<file path="config.mk">
export PLATFORM = sky130hd
export DESIGN_NAME = sha1_stream_hasher_core
export DESIGN_NICKNAME = d
export VERILOG_FILES = /design/src/hdl/sha1sh_pkg.sv /design/src/hdl/sha1sh_ctrl.sv /design/src/hdl/sha1sh_dp.sv /design/src/hdl/sha1_stream_hasher_core.sv
export VERILOG_INCLUDE_DIRS = /design/src /design/src/hdl
export SDC_FILE = /design/constraint.sdc
export NUM_CORES = 2
export LEC_CHECK = 0
export BUFFER_PORTS_ARGS = -buffer_cell sky130_fd_sc_hd__buf_2
export CAP_MARGIN = 15
export CORE_ASPECT_RATIO = 0.6
export CORE_MARGIN = 1.5
export CORE_UTILIZATION = 39
export DETAILED_ROUTE_END_ITERATION = 6
export GPL_TIMING_DRIVEN = 0
export MAX_ROUTING_LAYER = met4
export SLEW_MARGIN = 20
export SYNTH_ARGS = -nofsm -noshare
export SYNTH_HDL_FRONTEND = slang
export SYNTH_SLANG_ARGS = --single-unit
</file>
<file path="constraint.sdc">
create_clock -name clk -period 13.8 [get_ports clk]
set_input_delay 2.76 -clock clk [delete_from_list [all_inputs] [get_ports clk]]
set_output_delay 2.76 -clock clk [all_outputs]
set_load 0.05 [all_outputs]
</file>
<file path="src/hdl/assert_macros.svh">
// Assertion macros shared by the SHA-1 hasher RTL.
// Included by modules that carry concurrent checks; no other dependencies.
`ifndef ASSERT_MACROS_SVH
`define ASSERT_MACROS_SVH

`ifndef SYNTHESIS
// Clocked check that is switched off while reset is asserted.
`define SHA_ASSERT(lbl, clk, rstn, prop, msg) \
  lbl: assert property (@(posedge clk) disable iff (!rstn) prop) else $error(msg);
// Clocked check that also holds during reset.
`define SHA_ASSERT_ALWAYS(lbl, clk, prop, msg) \
  lbl: assert property (@(posedge clk) prop) else $error(msg);
`else
`define SHA_ASSERT(lbl, clk, rstn, prop, msg)
`define SHA_ASSERT_ALWAYS(lbl, clk, prop, msg)
`endif

`endif

</file>
<file path="src/hdl/sha1sh_pkg.sv">
// Types and constants of the SHA-1 stream hasher.
// Used by the controller, the datapath and the top level; no dependencies.
package sha1sh_pkg;

  localparam int CHAIN_WORDS = 5;
  localparam int BLK_WORDS   = 16;
  localparam int POS_W       = 6;
  localparam int RND_W       = 7;
  localparam int IDX_W       = 3;
  localparam int CNT_W       = 61;

  localparam int ROUNDS      = 80;
  localparam int LAST_ROUND  = ROUNDS - 1;
  localparam int SCHED_INIT  = 16;
  localparam int RND_STAGE1  = 20;
  localparam int RND_STAGE2  = 40;
  localparam int RND_STAGE3  = 60;

  localparam int BLK_LAST_POS = 63;
  localparam int PAD_LEN_POS  = 56;
  localparam int LAST_IDX     = CHAIN_WORDS - 1;

  localparam logic [7:0] PAD_BYTE = 8'h80;

  localparam logic [31:0] IV [CHAIN_WORDS] = '{
    32'h67452301, 32'hEFCDAB89, 32'h98BADCFE, 32'h10325476, 32'hC3D2E1F0
  };

  localparam logic [31:0] K0 = 32'h5A827999;
  localparam logic [31:0] K1 = 32'h6ED9EBA1;
  localparam logic [31:0] K2 = 32'h8F1BBCDC;
  localparam logic [31:0] K3 = 32'hCA62C1D6;

  typedef struct packed {
    logic [7:0] data_byte;
    logic       byte_present;
    logic       end_of_message;
  } in_item_t;

  typedef struct packed {
    logic [31:0] digest_word;
    logic [2:0]  word_index;
    logic        last_word;
  } out_item_t;

  typedef struct packed {
    logic             absorb;
    logic             pad;
    logic             load_len;
    logic             clear;
    logic             rnd_init;
    logic             rnd_step;
    logic [RND_W-1:0] rnd;
    logic             chain_add;
    logic             chain_init;
    logic [IDX_W-1:0] out_idx;
  } dp_cmd_t;

  typedef struct packed {
    logic [POS_W-1:0] pos;
  } dp_stat_t;

endpackage

</file>
<file path="src/hdl/sha1sh_ctrl.sv">
// Controller of the SHA-1 hasher: sequences absorb, padding, rounds and output.
// Depends on sha1sh_pkg and assert_macros.svh.
`include "assert_macros.svh"

module sha1sh_ctrl (
  input  logic                clk,
  input  logic                rst_n,
  input  logic                in_valid,
  output logic                in_stall,
  input  logic                in_byte_present,
  input  logic                in_end,
  output logic                out_valid,
  input  logic                out_stall,
  output sha1sh_pkg::dp_cmd_t cmd,
  input  sha1sh_pkg::dp_stat_t stat
);
  import sha1sh_pkg::*;

  typedef enum logic [2:0] {
    ST_IDLE, ST_PAD, ST_LEN, ST_LOAD, ST_ROUND, ST_ADD, ST_OUT
  } state_t;

  typedef enum logic [1:0] {PH_DATA, PH_PAD1, PH_LAST} phase_t;

  state_t           state_r, state_nxt;
  phase_t           phase_r, phase_nxt;
  logic             eom_r, eom_nxt;
  logic [RND_W-1:0] round_r, round_nxt;
  logic [IDX_W-1:0] idx_r, idx_nxt;
  logic             in_acc;

  assign in_stall  = (state_r != ST_IDLE);
  assign out_valid = (state_r == ST_OUT);
  assign in_acc    = in_valid && (state_r == ST_IDLE);

  always_comb begin
    state_nxt = state_r;
    phase_nxt = phase_r;
    eom_nxt   = eom_r;
    round_nxt = round_r;
    idx_nxt   = idx_r;
    unique case (state_r)
      ST_IDLE: begin
        if (in_acc) begin
          eom_nxt   = in_end;
          phase_nxt = PH_DATA;
          // A byte landing in the last slot fills the block first.
          if (in_byte_present && stat.pos == POS_W'(BLK_LAST_POS)) begin
            state_nxt = ST_LOAD;
          end else if (in_end) begin
            state_nxt = ST_PAD;
          end
        end
      end
      ST_PAD: begin
        // No room for the length: the padded block goes out on its own.
        if (stat.pos >= POS_W'(PAD_LEN_POS)) begin
          state_nxt = ST_LOAD;
          phase_nxt = PH_PAD1;
        end else begin
          state_nxt = ST_LEN;
        end
      end
      ST_LEN: begin
        state_nxt = ST_LOAD;
        phase_nxt = PH_LAST;
      end
      ST_LOAD: begin
        state_nxt = ST_ROUND;
        round_nxt = '0;
      end
      ST_ROUND: begin
        if (round_r == RND_W'(LAST_ROUND)) begin
          state_nxt = ST_ADD;
        end else begin
          round_nxt = round_r + 1'b1;
        end
      end
      ST_ADD: begin
        unique case (phase_r)
          PH_DATA: state_nxt = eom_r ? ST_PAD : ST_IDLE;
          PH_PAD1: state_nxt = ST_LEN;
          PH_LAST: begin
            state_nxt = ST_OUT;
            idx_nxt   = '0;
          end
          default: state_nxt = ST_IDLE;
        endcase
      end
      ST_OUT: begin
        if (!out_stall) begin
          if (idx_r == IDX_W'(LAST_IDX)) begin
            state_nxt = ST_IDLE;
          end else begin
            idx_nxt = idx_r + 1'b1;
          end
        end
      end
      default: state_nxt = ST_IDLE;
    endcase
  end

  always_comb begin
    cmd            = '0;
    cmd.absorb     = in_acc && in_byte_present;
    cmd.pad        = (state_r == ST_PAD);
    cmd.load_len   = (state_r == ST_LEN);
    cmd.clear      = (state_r == ST_LEN) && (phase_r == PH_PAD1);
    cmd.rnd_init   = (state_r == ST_LOAD);
    cmd.rnd_step   = (state_r == ST_ROUND);
    cmd.rnd        = round_r;
    cmd.chain_add  = (state_r == ST_ADD);
    cmd.chain_init = (state_r == ST_OUT) && !out_stall && (idx_r == IDX_W'(LAST_IDX));
    cmd.out_idx    = idx_r;
  end

  always_ff @(posedge clk) begin
    if (!rst_n) begin
      state_r <= ST_IDLE;
      phase_r <= PH_DATA;
      eom_r   <= 1'b0;
      round_r <= '0;
      idx_r   <= '0;
    end else begin
      state_r <= state_nxt;
      phase_r <= phase_nxt;
      eom_r   <= eom_nxt;
      round_r <= round_nxt;
      idx_r   <= idx_nxt;
    end
  end

  `SHA_ASSERT(a_no_out_when_open, clk, rst_n, !in_stall |-> !out_valid, "output valid while taking input")
  `SHA_ASSERT(a_round_range, clk, rst_n, (state_r == ST_ROUND) |-> (round_r <= RND_W'(LAST_ROUND)), "round counter out of range")
  `SHA_ASSERT(a_add_after_rounds, clk, rst_n, (state_r == ST_ADD) |-> ($past(state_r) == ST_ROUND && $past(round_r) == RND_W'(LAST_ROUND)), "chain add without full round sequence")
  `SHA_ASSERT(a_idle_after_digest, clk, rst_n, (out_valid && !out_stall && idx_r == IDX_W'(LAST_IDX)) |=> !in_stall, "not ready after last digest word")

endmodule

</file>
<file path="src/hdl/sha1sh_dp.sv">
// Datapath of the SHA-1 hasher: message block, schedule, round logic, chain.
// Depends on sha1sh_pkg.
module sha1sh_dp (
  input  logic                 clk,
  input  logic                 rst_n,
  input  sha1sh_pkg::dp_cmd_t  cmd,
  output sha1sh_pkg::dp_stat_t stat,
  input  logic [7:0]           in_byte,
  output logic [31:0]          digest_word
);
  import sha1sh_pkg::*;

  logic [31:0]      chain_r [CHAIN_WORDS];
  logic [31:0]      chain_nxt [CHAIN_WORDS];
  logic [31:0]      blk_r [BLK_WORDS];
  logic [31:0]      blk_nxt [BLK_WORDS];
  logic [CNT_W-1:0] count_r, count_nxt;
  logic [31:0]      a_r, b_r, c_r, d_r, e_r;
  logic [31:0]      a_nxt, b_nxt, c_nxt, d_nxt, e_nxt;
  logic [POS_W-1:0] pos;
  logic [63:0]      bit_len;
  logic [31:0]      f, k, w, w_x, t;

  assign pos         = count_r[POS_W-1:0];
  assign stat.pos    = pos;
  assign bit_len     = {count_r, 3'b000};
  assign digest_word = chain_r[cmd.out_idx];

  // Round function and constant by stage.
  always_comb begin
    if (cmd.rnd < RND_W'(RND_STAGE1)) begin
      f = (b_r & c_r) | (~b_r & d_r);
      k = K0;
    end else if (cmd.rnd < RND_W'(RND_STAGE2)) begin
      f = b_r ^ c_r ^ d_r;
      k = K1;
    end else if (cmd.rnd < RND_W'(RND_STAGE3)) begin
      f = (b_r & c_r) | (b_r & d_r) | (c_r & d_r);
      k = K2;
    end else begin
      f = b_r ^ c_r ^ d_r;
      k = K3;
    end
  end

  // The block doubles as the 16-word schedule window; word 0 is the oldest.
  assign w_x = blk_r[13] ^ blk_r[8] ^ blk_r[2] ^ blk_r[0];
  assign w   = (cmd.rnd < RND_W'(SCHED_INIT)) ? blk_r[0] : {w_x[30:0], w_x[31]};
  assign t   = {a_r[26:0], a_r[31:27]} + f + e_r + k + w;

  always_comb begin
    logic [POS_W-1:0] p;
    p = '0;
    blk_nxt = blk_r;
    if (cmd.absorb) begin
      blk_nxt[pos[5:2]][{~pos[1:0], 3'b000} +: 8] = in_byte;
    end
    if (cmd.pad) begin
      for (int i = 0; i < BLK_WORDS; i++) begin
        for (int j = 0; j < 4; j++) begin
          p = POS_W'(i * 4 + j);
          if (p == pos) begin
            blk_nxt[i][(3 - j) * 8 +: 8] = PAD_BYTE;
          end else if (p > pos) begin
            blk_nxt[i][(3 - j) * 8 +: 8] = 8'h00;
          end
        end
      end
    end
    if (cmd.load_len) begin
      if (cmd.clear) begin
        for (int i = 0; i < BLK_WORDS - 2; i++) begin
          blk_nxt[i] = '0;
        end
      end
      blk_nxt[BLK_WORDS-2] = bit_len[63:32];
      blk_nxt[BLK_WORDS-1] = bit_len[31:0];
    end
    if (cmd.rnd_step) begin
      for (int i = 0; i < BLK_WORDS - 1; i++) begin
        blk_nxt[i] = blk_r[i + 1];
      end
      blk_nxt[BLK_WORDS-1] = w;
    end
  end

  always_comb begin
    a_nxt = a_r;
    b_nxt = b_r;
    c_nxt = c_r;
    d_nxt = d_r;
    e_nxt = e_r;
    if (cmd.rnd_init) begin
      a_nxt = chain_r[0];
      b_nxt = chain_r[1];
      c_nxt = chain_r[2];
      d_nxt = chain_r[3];
      e_nxt = chain_r[4];
    end else if (cmd.rnd_step) begin
      a_nxt = t;
      b_nxt = a_r;
      c_nxt = {b_r[1:0], b_r[31:2]};
      d_nxt = c_r;
      e_nxt = d_r;
    end
  end

  always_comb begin
    chain_nxt = chain_r;
    count_nxt = count_r;
    if (cmd.absorb) begin
      count_nxt = count_r + 1'b1;
    end
    if (cmd.chain_add) begin
      chain_nxt[0] = chain_r[0] + a_r;
      chain_nxt[1] = chain_r[1] + b_r;
      chain_nxt[2] = chain_r[2] + c_r;
      chain_nxt[3] = chain_r[3] + d_r;
      chain_nxt[4] = chain_r[4] + e_r;
    end
    if (cmd.chain_init) begin
      chain_nxt = IV;
      count_nxt = '0;
    end
  end

  always_ff @(posedge clk) begin
    if (!rst_n) begin
      chain_r <= IV;
      count_r <= '0;
    end else begin
      chain_r <= chain_nxt;
      count_r <= count_nxt;
    end
  end

  always_ff @(posedge clk) begin
    blk_r <= blk_nxt;
    a_r   <= a_nxt;
    b_r   <= b_nxt;
    c_r   <= c_nxt;
    d_r   <= d_nxt;
    e_r   <= e_nxt;
  end

endmodule

</file>
<file path="src/hdl/sha1_stream_hasher_core.sv">
// SHA-1 over a byte stream. An item without a block boundary or end does not hold the input.
// A byte that fills the 64-byte block holds input while the block is compressed (80 rounds, one per cycle).
// An end item holds input through padding, compression (twice when padding spills into a second block)
// and the output of the 5 digest words; sustained throughput is set by the single round unit.
// Reset (synchronous, rst_n low) clears control, the byte count and loads the initial chain.
module sha1_stream_hasher_core (
  input  logic                  clk,
  input  logic                  rst_n,
  input  logic                  in_valid,
  output logic                  in_stall,
  input  sha1sh_pkg::in_item_t  in_item,
  output logic                  out_valid,
  input  logic                  out_stall,
  output sha1sh_pkg::out_item_t out_item
);
  import sha1sh_pkg::*;

  dp_cmd_t     cmd;
  dp_stat_t    stat;
  logic [31:0] digest_word;

  sha1sh_ctrl u_ctrl (
    .clk             (clk),
    .rst_n           (rst_n),
    .in_valid        (in_valid),
    .in_stall        (in_stall),
    .in_byte_present (in_item.byte_present),
    .in_end          (in_item.end_of_message),
    .out_valid       (out_valid),
    .out_stall       (out_stall),
    .cmd             (cmd),
    .stat            (stat)
  );

  sha1sh_dp u_dp (
    .clk         (clk),
    .rst_n       (rst_n),
    .cmd         (cmd),
    .stat        (stat),
    .in_byte     (in_item.data_byte),
    .digest_word (digest_word)
  );

  assign out_item.digest_word = digest_word;
  assign out_item.word_index  = cmd.out_idx;
  assign out_item.last_word   = (cmd.out_idx == IDX_W'(LAST_IDX));

endmodule

</file>
Yosys cells after proc, flatten, opt, wreduce, memory -nomap -nowiden
Index checks and enable logic that the tools add are counted.
{ "totals": {"regBits": 909, "word_cells": 415} }
{ "op_classes": {"add_sub_neg": 13, "order_cmp": 72, "n_eq_ne": 83, "n_shift": 2, "mux": 175, "n_bitwise": 17, "n_reduce_logical": 21} }
{ "ops": {"columns": ["operator", "count"], "rows": [
  ["two-way mux 512 bit", 4],
  ["two-way mux 8 bit", 128],
  ["two-way mux 32 bit", 19],
  ["bitwise mux 512 bit", 1],
  ["two-way mux 448 bit", 1],
  ["adder 32 bit", 9],
  ["equality test 6 bit (first input constant)", 32],
  ["greater-than comparator 6 bit (first input constant)", 32],
  ["bitwise XOR 32 bit", 5],
  ["bitwise AND 32 bit", 4],
  ["demux 32 bit (select 4 bit)", 1],
  ["binary-select mux 32 bit (select 3 bit)", 1],
  ["equality test 5 x 6 -> 1 bit (first input constant)", 16],
  ["greater-than comparator 5 x 6 -> 1 bit (first input constant)", 16],
  ["OR 32 bit", 3],
  ["adder 61 x 1 -> 61 bit (second input constant)", 1],
  ["equality test 4 x 6 -> 1 bit (first input constant)", 8],
  ["greater-than comparator 4 x 6 -> 1 bit (first input constant)", 8],
  ["inverter 32 bit", 1],
  ["variable shift 8 x 7 -> 32 bit (first input constant)", 1],
  ["indexed part select 8 x 7 -> 32 bit", 1],
  ["two-way mux 31 bit", 1],
  ["two-way mux 3 bit", 9],
  ["equality test 3 x 6 -> 1 bit (first input constant)", 4],
  ["48 further kinds", 77]
]} }

Depth between registers and ports, before layout
{ "depth": {"word_depth": 13, "ltp_mapped": 27, "ltp_nobuf": 24} }

Hierarchy
Synthesis repeated with hierarchy kept, for this count alone.
{ "hier_totals": {"hier_cells": 6329, "hier_area_um2": 53867.9} }
{ "by_module_without_submodules": {"columns": ["mod", "n_inst", "cells_each", "area_per_inst_um2", "seq_area_each_um2"], "rows": [
  ["sha1sh_dp", 1, 6206, 52849.4, 19558.8],
  ["sha1sh_ctrl", 1, 122, 1006.0, 320.3],
  ["sha1_stream_hasher_core", 1, 1, 12.5, 0.0]
]} }

Least setup slack after synthesis
No wires, ideal clock.
{ "synth_path": {"path_kind": "register to register", "from": "register u_ctrl.round_r[6]", "to": "register u_dp.a_r[29], data pin", "t_arrival_ns": 5.687, "t_required_ns": 13.534, "slack_ns": 7.847, "stages_incl_launch_ff": 26, "period_less_slack_ns": 5.953, "cell_sequence": "dfxtp_1 clkbuf_1 a41o_1 or2_2 inv_1 nor2_1 clkbuf_1 buf_1 a221oi_1 fa_1 fa_1 fa_1 inv_1 ha_1 inv_1 fa_1 nor2b_1 o21ai_1 a21boi_1 o32ai_2 or2_2 a21oi_1 a311oi_2 o21ai_1 nor3_1 or3b_1"} }
{ "synth_between": {"elab_chain_len": 10} }
{ "synth_rtl": {"columns": ["element", "line", "text"], "rows": [
  ["start, declared", "sha1sh_ctrl.sv:28", "logic [RND_W-1:0] round_r, round_nxt;"],
  ["start signal, assigned", "sha1sh_ctrl.sv:128", "round_r <= round_nxt;"],
  ["< comparator 7 x 6 -> 1 bit", "sha1sh_dp.sv:37", "end else if (cmd.rnd < RND_W'(RND_STAGE3)) begin"],
  ["two-way mux 32 bit", "sha1sh_dp.sv:37", null],
  ["two-way mux 32 bit", "sha1sh_dp.sv:34", "end else if (cmd.rnd < RND_W'(RND_STAGE2)) begin"],
  ["two-way mux 32 bit", "sha1sh_dp.sv:31", "if (cmd.rnd < RND_W'(RND_STAGE1)) begin"],
  ["adder 32 bit (3 in series)", "sha1sh_dp.sv:49", "assign t = {a_r[26:0], a_r[31:27]} + f + e_r + k + w;"],
  ["adder 32 bit *", "sha1sh_dp.sv:49", null],
  ["two-way mux 32 bit *", "sha1sh_dp.sv:99", "end else if (cmd.rnd_step) begin"],
  ["two-way mux 32 bit *", "sha1sh_dp.sv:93", "if (cmd.rnd_init) begin"],
  ["via u_dp.a_nxt[29]", "sha1sh_dp.sv:19", "logic [31:0] a_nxt, b_nxt, c_nxt, d_nxt, e_nxt;"],
  ["end signal, assigned", "sha1sh_dp.sv:139", "a_r <= a_nxt;"],
  ["end, declared", "sha1sh_dp.sv:18", "logic [31:0] a_r, b_r, c_r, d_r, e_r;"]
]} }
The timed path passes the listed nets; every way through them passes the cells marked *. The select of a mux whose other input is x is not followed.
A chain may end at the register's enable or synchronous reset.

Worst setup path after layout
Same ends and word-level chain as after synthesis.

==> metrics.txt <==
RSZ-0062 raised after global routing=no; Starting Density=39.32%; Yosys top cell area share=27.61%; Die W=482.1 um; Leak=22.57 nW; WL/cell=27.89 um; most frequent cell after synthesis=nand2_1; CTS resizes=0; synth cell count leaders=nand2_1, a21oi_1, nor2_1, dfxtp_1, o21ai_0; Clock transition at path regs=0.07 ns; CTS hold repair buffers=0; vias per inst=6.108; largest net degree at the start of global routing=45; first-pass GRT wire length=346.6 mm; post-synthesis xor/xnor area fraction=5.005%; I/O Buffers=50; setup violators final=0; root buffer cell=clkbuf_16; Slew Viols, Final=0; number of global-route vias before repair=47510; later-pin clock latency in the skew report=0.76 ns; Fin. Hold Viols=0; Setup TNS Final=0 ns; sequential share of the synthesized area=37.00%; syn_nets=7181; FFs w/ async S/R, synth=0%; Rows=105; aggregate global routing overflow=0; Sink Count=909; VDD IR max=0.2054 mV; dpl hpwl=195.6 mm; largest family of logic cells by synthesized area=compound AO/OA/AOI/OAI gates; Total GRT Usage=35.19%; Avg Inst Size Synth=7.860 um^2; period utilization=66.16%; largest cells by area after synthesis=dfxtp_1, edfxtp_1, nand2_1; worst-path maximum fanout=10; relative slew slack=10.21%; chip height=290.5 um; Die ar.=140100 um^2; fin crit period=9.130 ns; Post-CTS Setup Inserts=0; Compound-Gate Fraction of Synth Area=22.57%; Antenna Nets Post-Route=0; initial antenna violation count=20; EDFF count, synth=168; Synth Area in Adders=9.340%; Synth warnings=0; Data arrival, critical path=9.60 ns; DR iter-0 viols=9113; crit end category=register; Layout Area Growth over Synthesis=11.38%; CTS buffer count=95; Placer Congestion=1.103; Nets=7334; FMAX=109.5 MHz; Clock Path Buffers=3; startpoint types=register; I/O Pins=52; Mapped Cells=6835; Core Region=136600 um^2; CTS H-tree lvls=3; status=finished, final reports clean; Worst EP required=14.27 ns; MaxCap Viol Count=0; drt pass-1 iters=7; CTS tree=done; simple-gate portion of the synthesized area=19.03%; area leader, netlist=dfxtp_1; mux cell area share after synthesis=2.574%; power density cells=262.3 nW/um^2; Hold Crit Class=register to register; top_reg_cell synth=dfxtp_1; share of cells above drive strength 1=4.995%; Min Hold Slack=0.4529 ns; clock skew=0.05542 ns; critical path class=register to register; Least-Margin Pin Slew=1.333 ns; WL final=248.3 mm; synthesized area=53720 um^2; DRC violations left=0; via count=54380; Distinct cells, synth=97; number of synthesized register bits=909
## cell type report
cell class / instances / area, um^2
Antenna cell: 17 / 42.54
Buffer: 364 / 1434
Clock buffer: 137 / 2809
Clock inverter: 39 / 499.2
Fill cell: 13860 / 76800
Inverter: 271 / 1017
Multi-Input combinational cell: 5291 / 31510
Sequential cell: 909 / 19880
Tap cell: 1819 / 2276
Timing Repair Buffer: 56 / 366.6
## registers in the layout, summed over array words and instances, names as in the netlist, 7 cells and up
register        cells
u_dp.count_r       61
u_dp.b_r           32
u_dp.d_r           32
u_ctrl.round_r      7
u_dp.c_r           32
u_dp.a_r           32
u_dp.chain_r      160
u_dp.blk_r        512
u_dp.e_r           32
## critical path, cell delays in order (launching register included)
cell	delay [ns]
dfxtp_1	0.30
clkbuf_1	0.40
nor2_1	0.10
nand2_1	0.56
inv_1	0.58
nor2_1	0.27
clkbuf_1	0.60
clkbuf_2	0.63
a221oi_1	0.25
fa_1	0.56
fa_1	0.50
fa_1	0.49
inv_1	0.04
ha_1	0.19
inv_1	0.08
fa_1	0.22
nor2b_1	0.06
o21ai_1	0.24
a21boi_1	0.18
o32ai_2	0.56
or2_2	0.22
a21oi_1	0.22
a311oi_2	0.72
o21ai_1	0.25
o2111ai_1	0.25
or3b_1	0.36
## placed cells by master (no fill, tap or decap), drive strengths merged, types with 83 or more instances in the layout
master  synthesis  routed
xor2          100     100
o21ai         753     753
a21o          102     102
clkbuf        336     474
nand2        1305    1305
ha            217     217
nand3          85      85
nor2          766     766
edfxtp        168     168
fa            115     115
dfxtp         741     741
xnor2         207     207
buf            28      83
a21oi         780     780
inv           270     273
## through the flow
stage | power, mW | cell area [um^2] | instances | worst slack (ns) | utilization [%]
3_3_place_gp | 12.25 | 56250 | 8704 | 4.137 | 41.17
3_5_place_dp | 12.39 | 56440 | 8709 | 4.914 | 41.31
2_1_floorplan | 9.591 | 53720 | 6835 | 7.847 | -
5_1_grt | 16.46 | 59820 | 8896 | 4.565 | 43.78
4_1_cts | 15.23 | 59750 | 8885 | 4.855 | 43.73
6_report | 15.69 | 59830 | 8903 | 4.670 | 43.79
## layer usage
metal / track usage [%] / vias to the layer above / part of all wire (%)
li1: - / 24010 / -
met1: 53.72 / 26380 / 46
met2: 39.39 / 3617 / 34
met3: 16.50 / 369 / 17
met4: 8.125 / 0 / 2.4
met5: - / - / 0
## final timing paths
| kind | to | slack (ns) | from | depth (start not counted) |
|---|---|---|---|---|
| setup / recovery | u_dp.a_r[29] | 4.67 | u_ctrl.round_r[6] | 25 |
| hold / removal | u_dp.blk_r[370] | 0.45 | u_dp.blk_r[338] | 2 |
| setup reg to reg | u_dp.a_r[29] | 4.67 | u_ctrl.round_r[6] | 25 |
| hold reg to reg | u_dp.blk_r[370] | 0.45 | u_dp.blk_r[338] | 2 |
## logic make-up after synthesis
group | count (synthesis)
buf+inv | 635
simple gates | 2465
xor+xnor | 307
fa+ha+maj | 332
compound gates | 2089
mux | 98
flops | 909
## power by group
part           switching (mW)  internal (mW)  total, mW
clock network            1.23           1.62       2.85
registers               0.540           3.52       4.06
logic                    5.82           2.97       8.79
total                    7.59           8.10       15.7
Power figures use the tool's default switching activity.
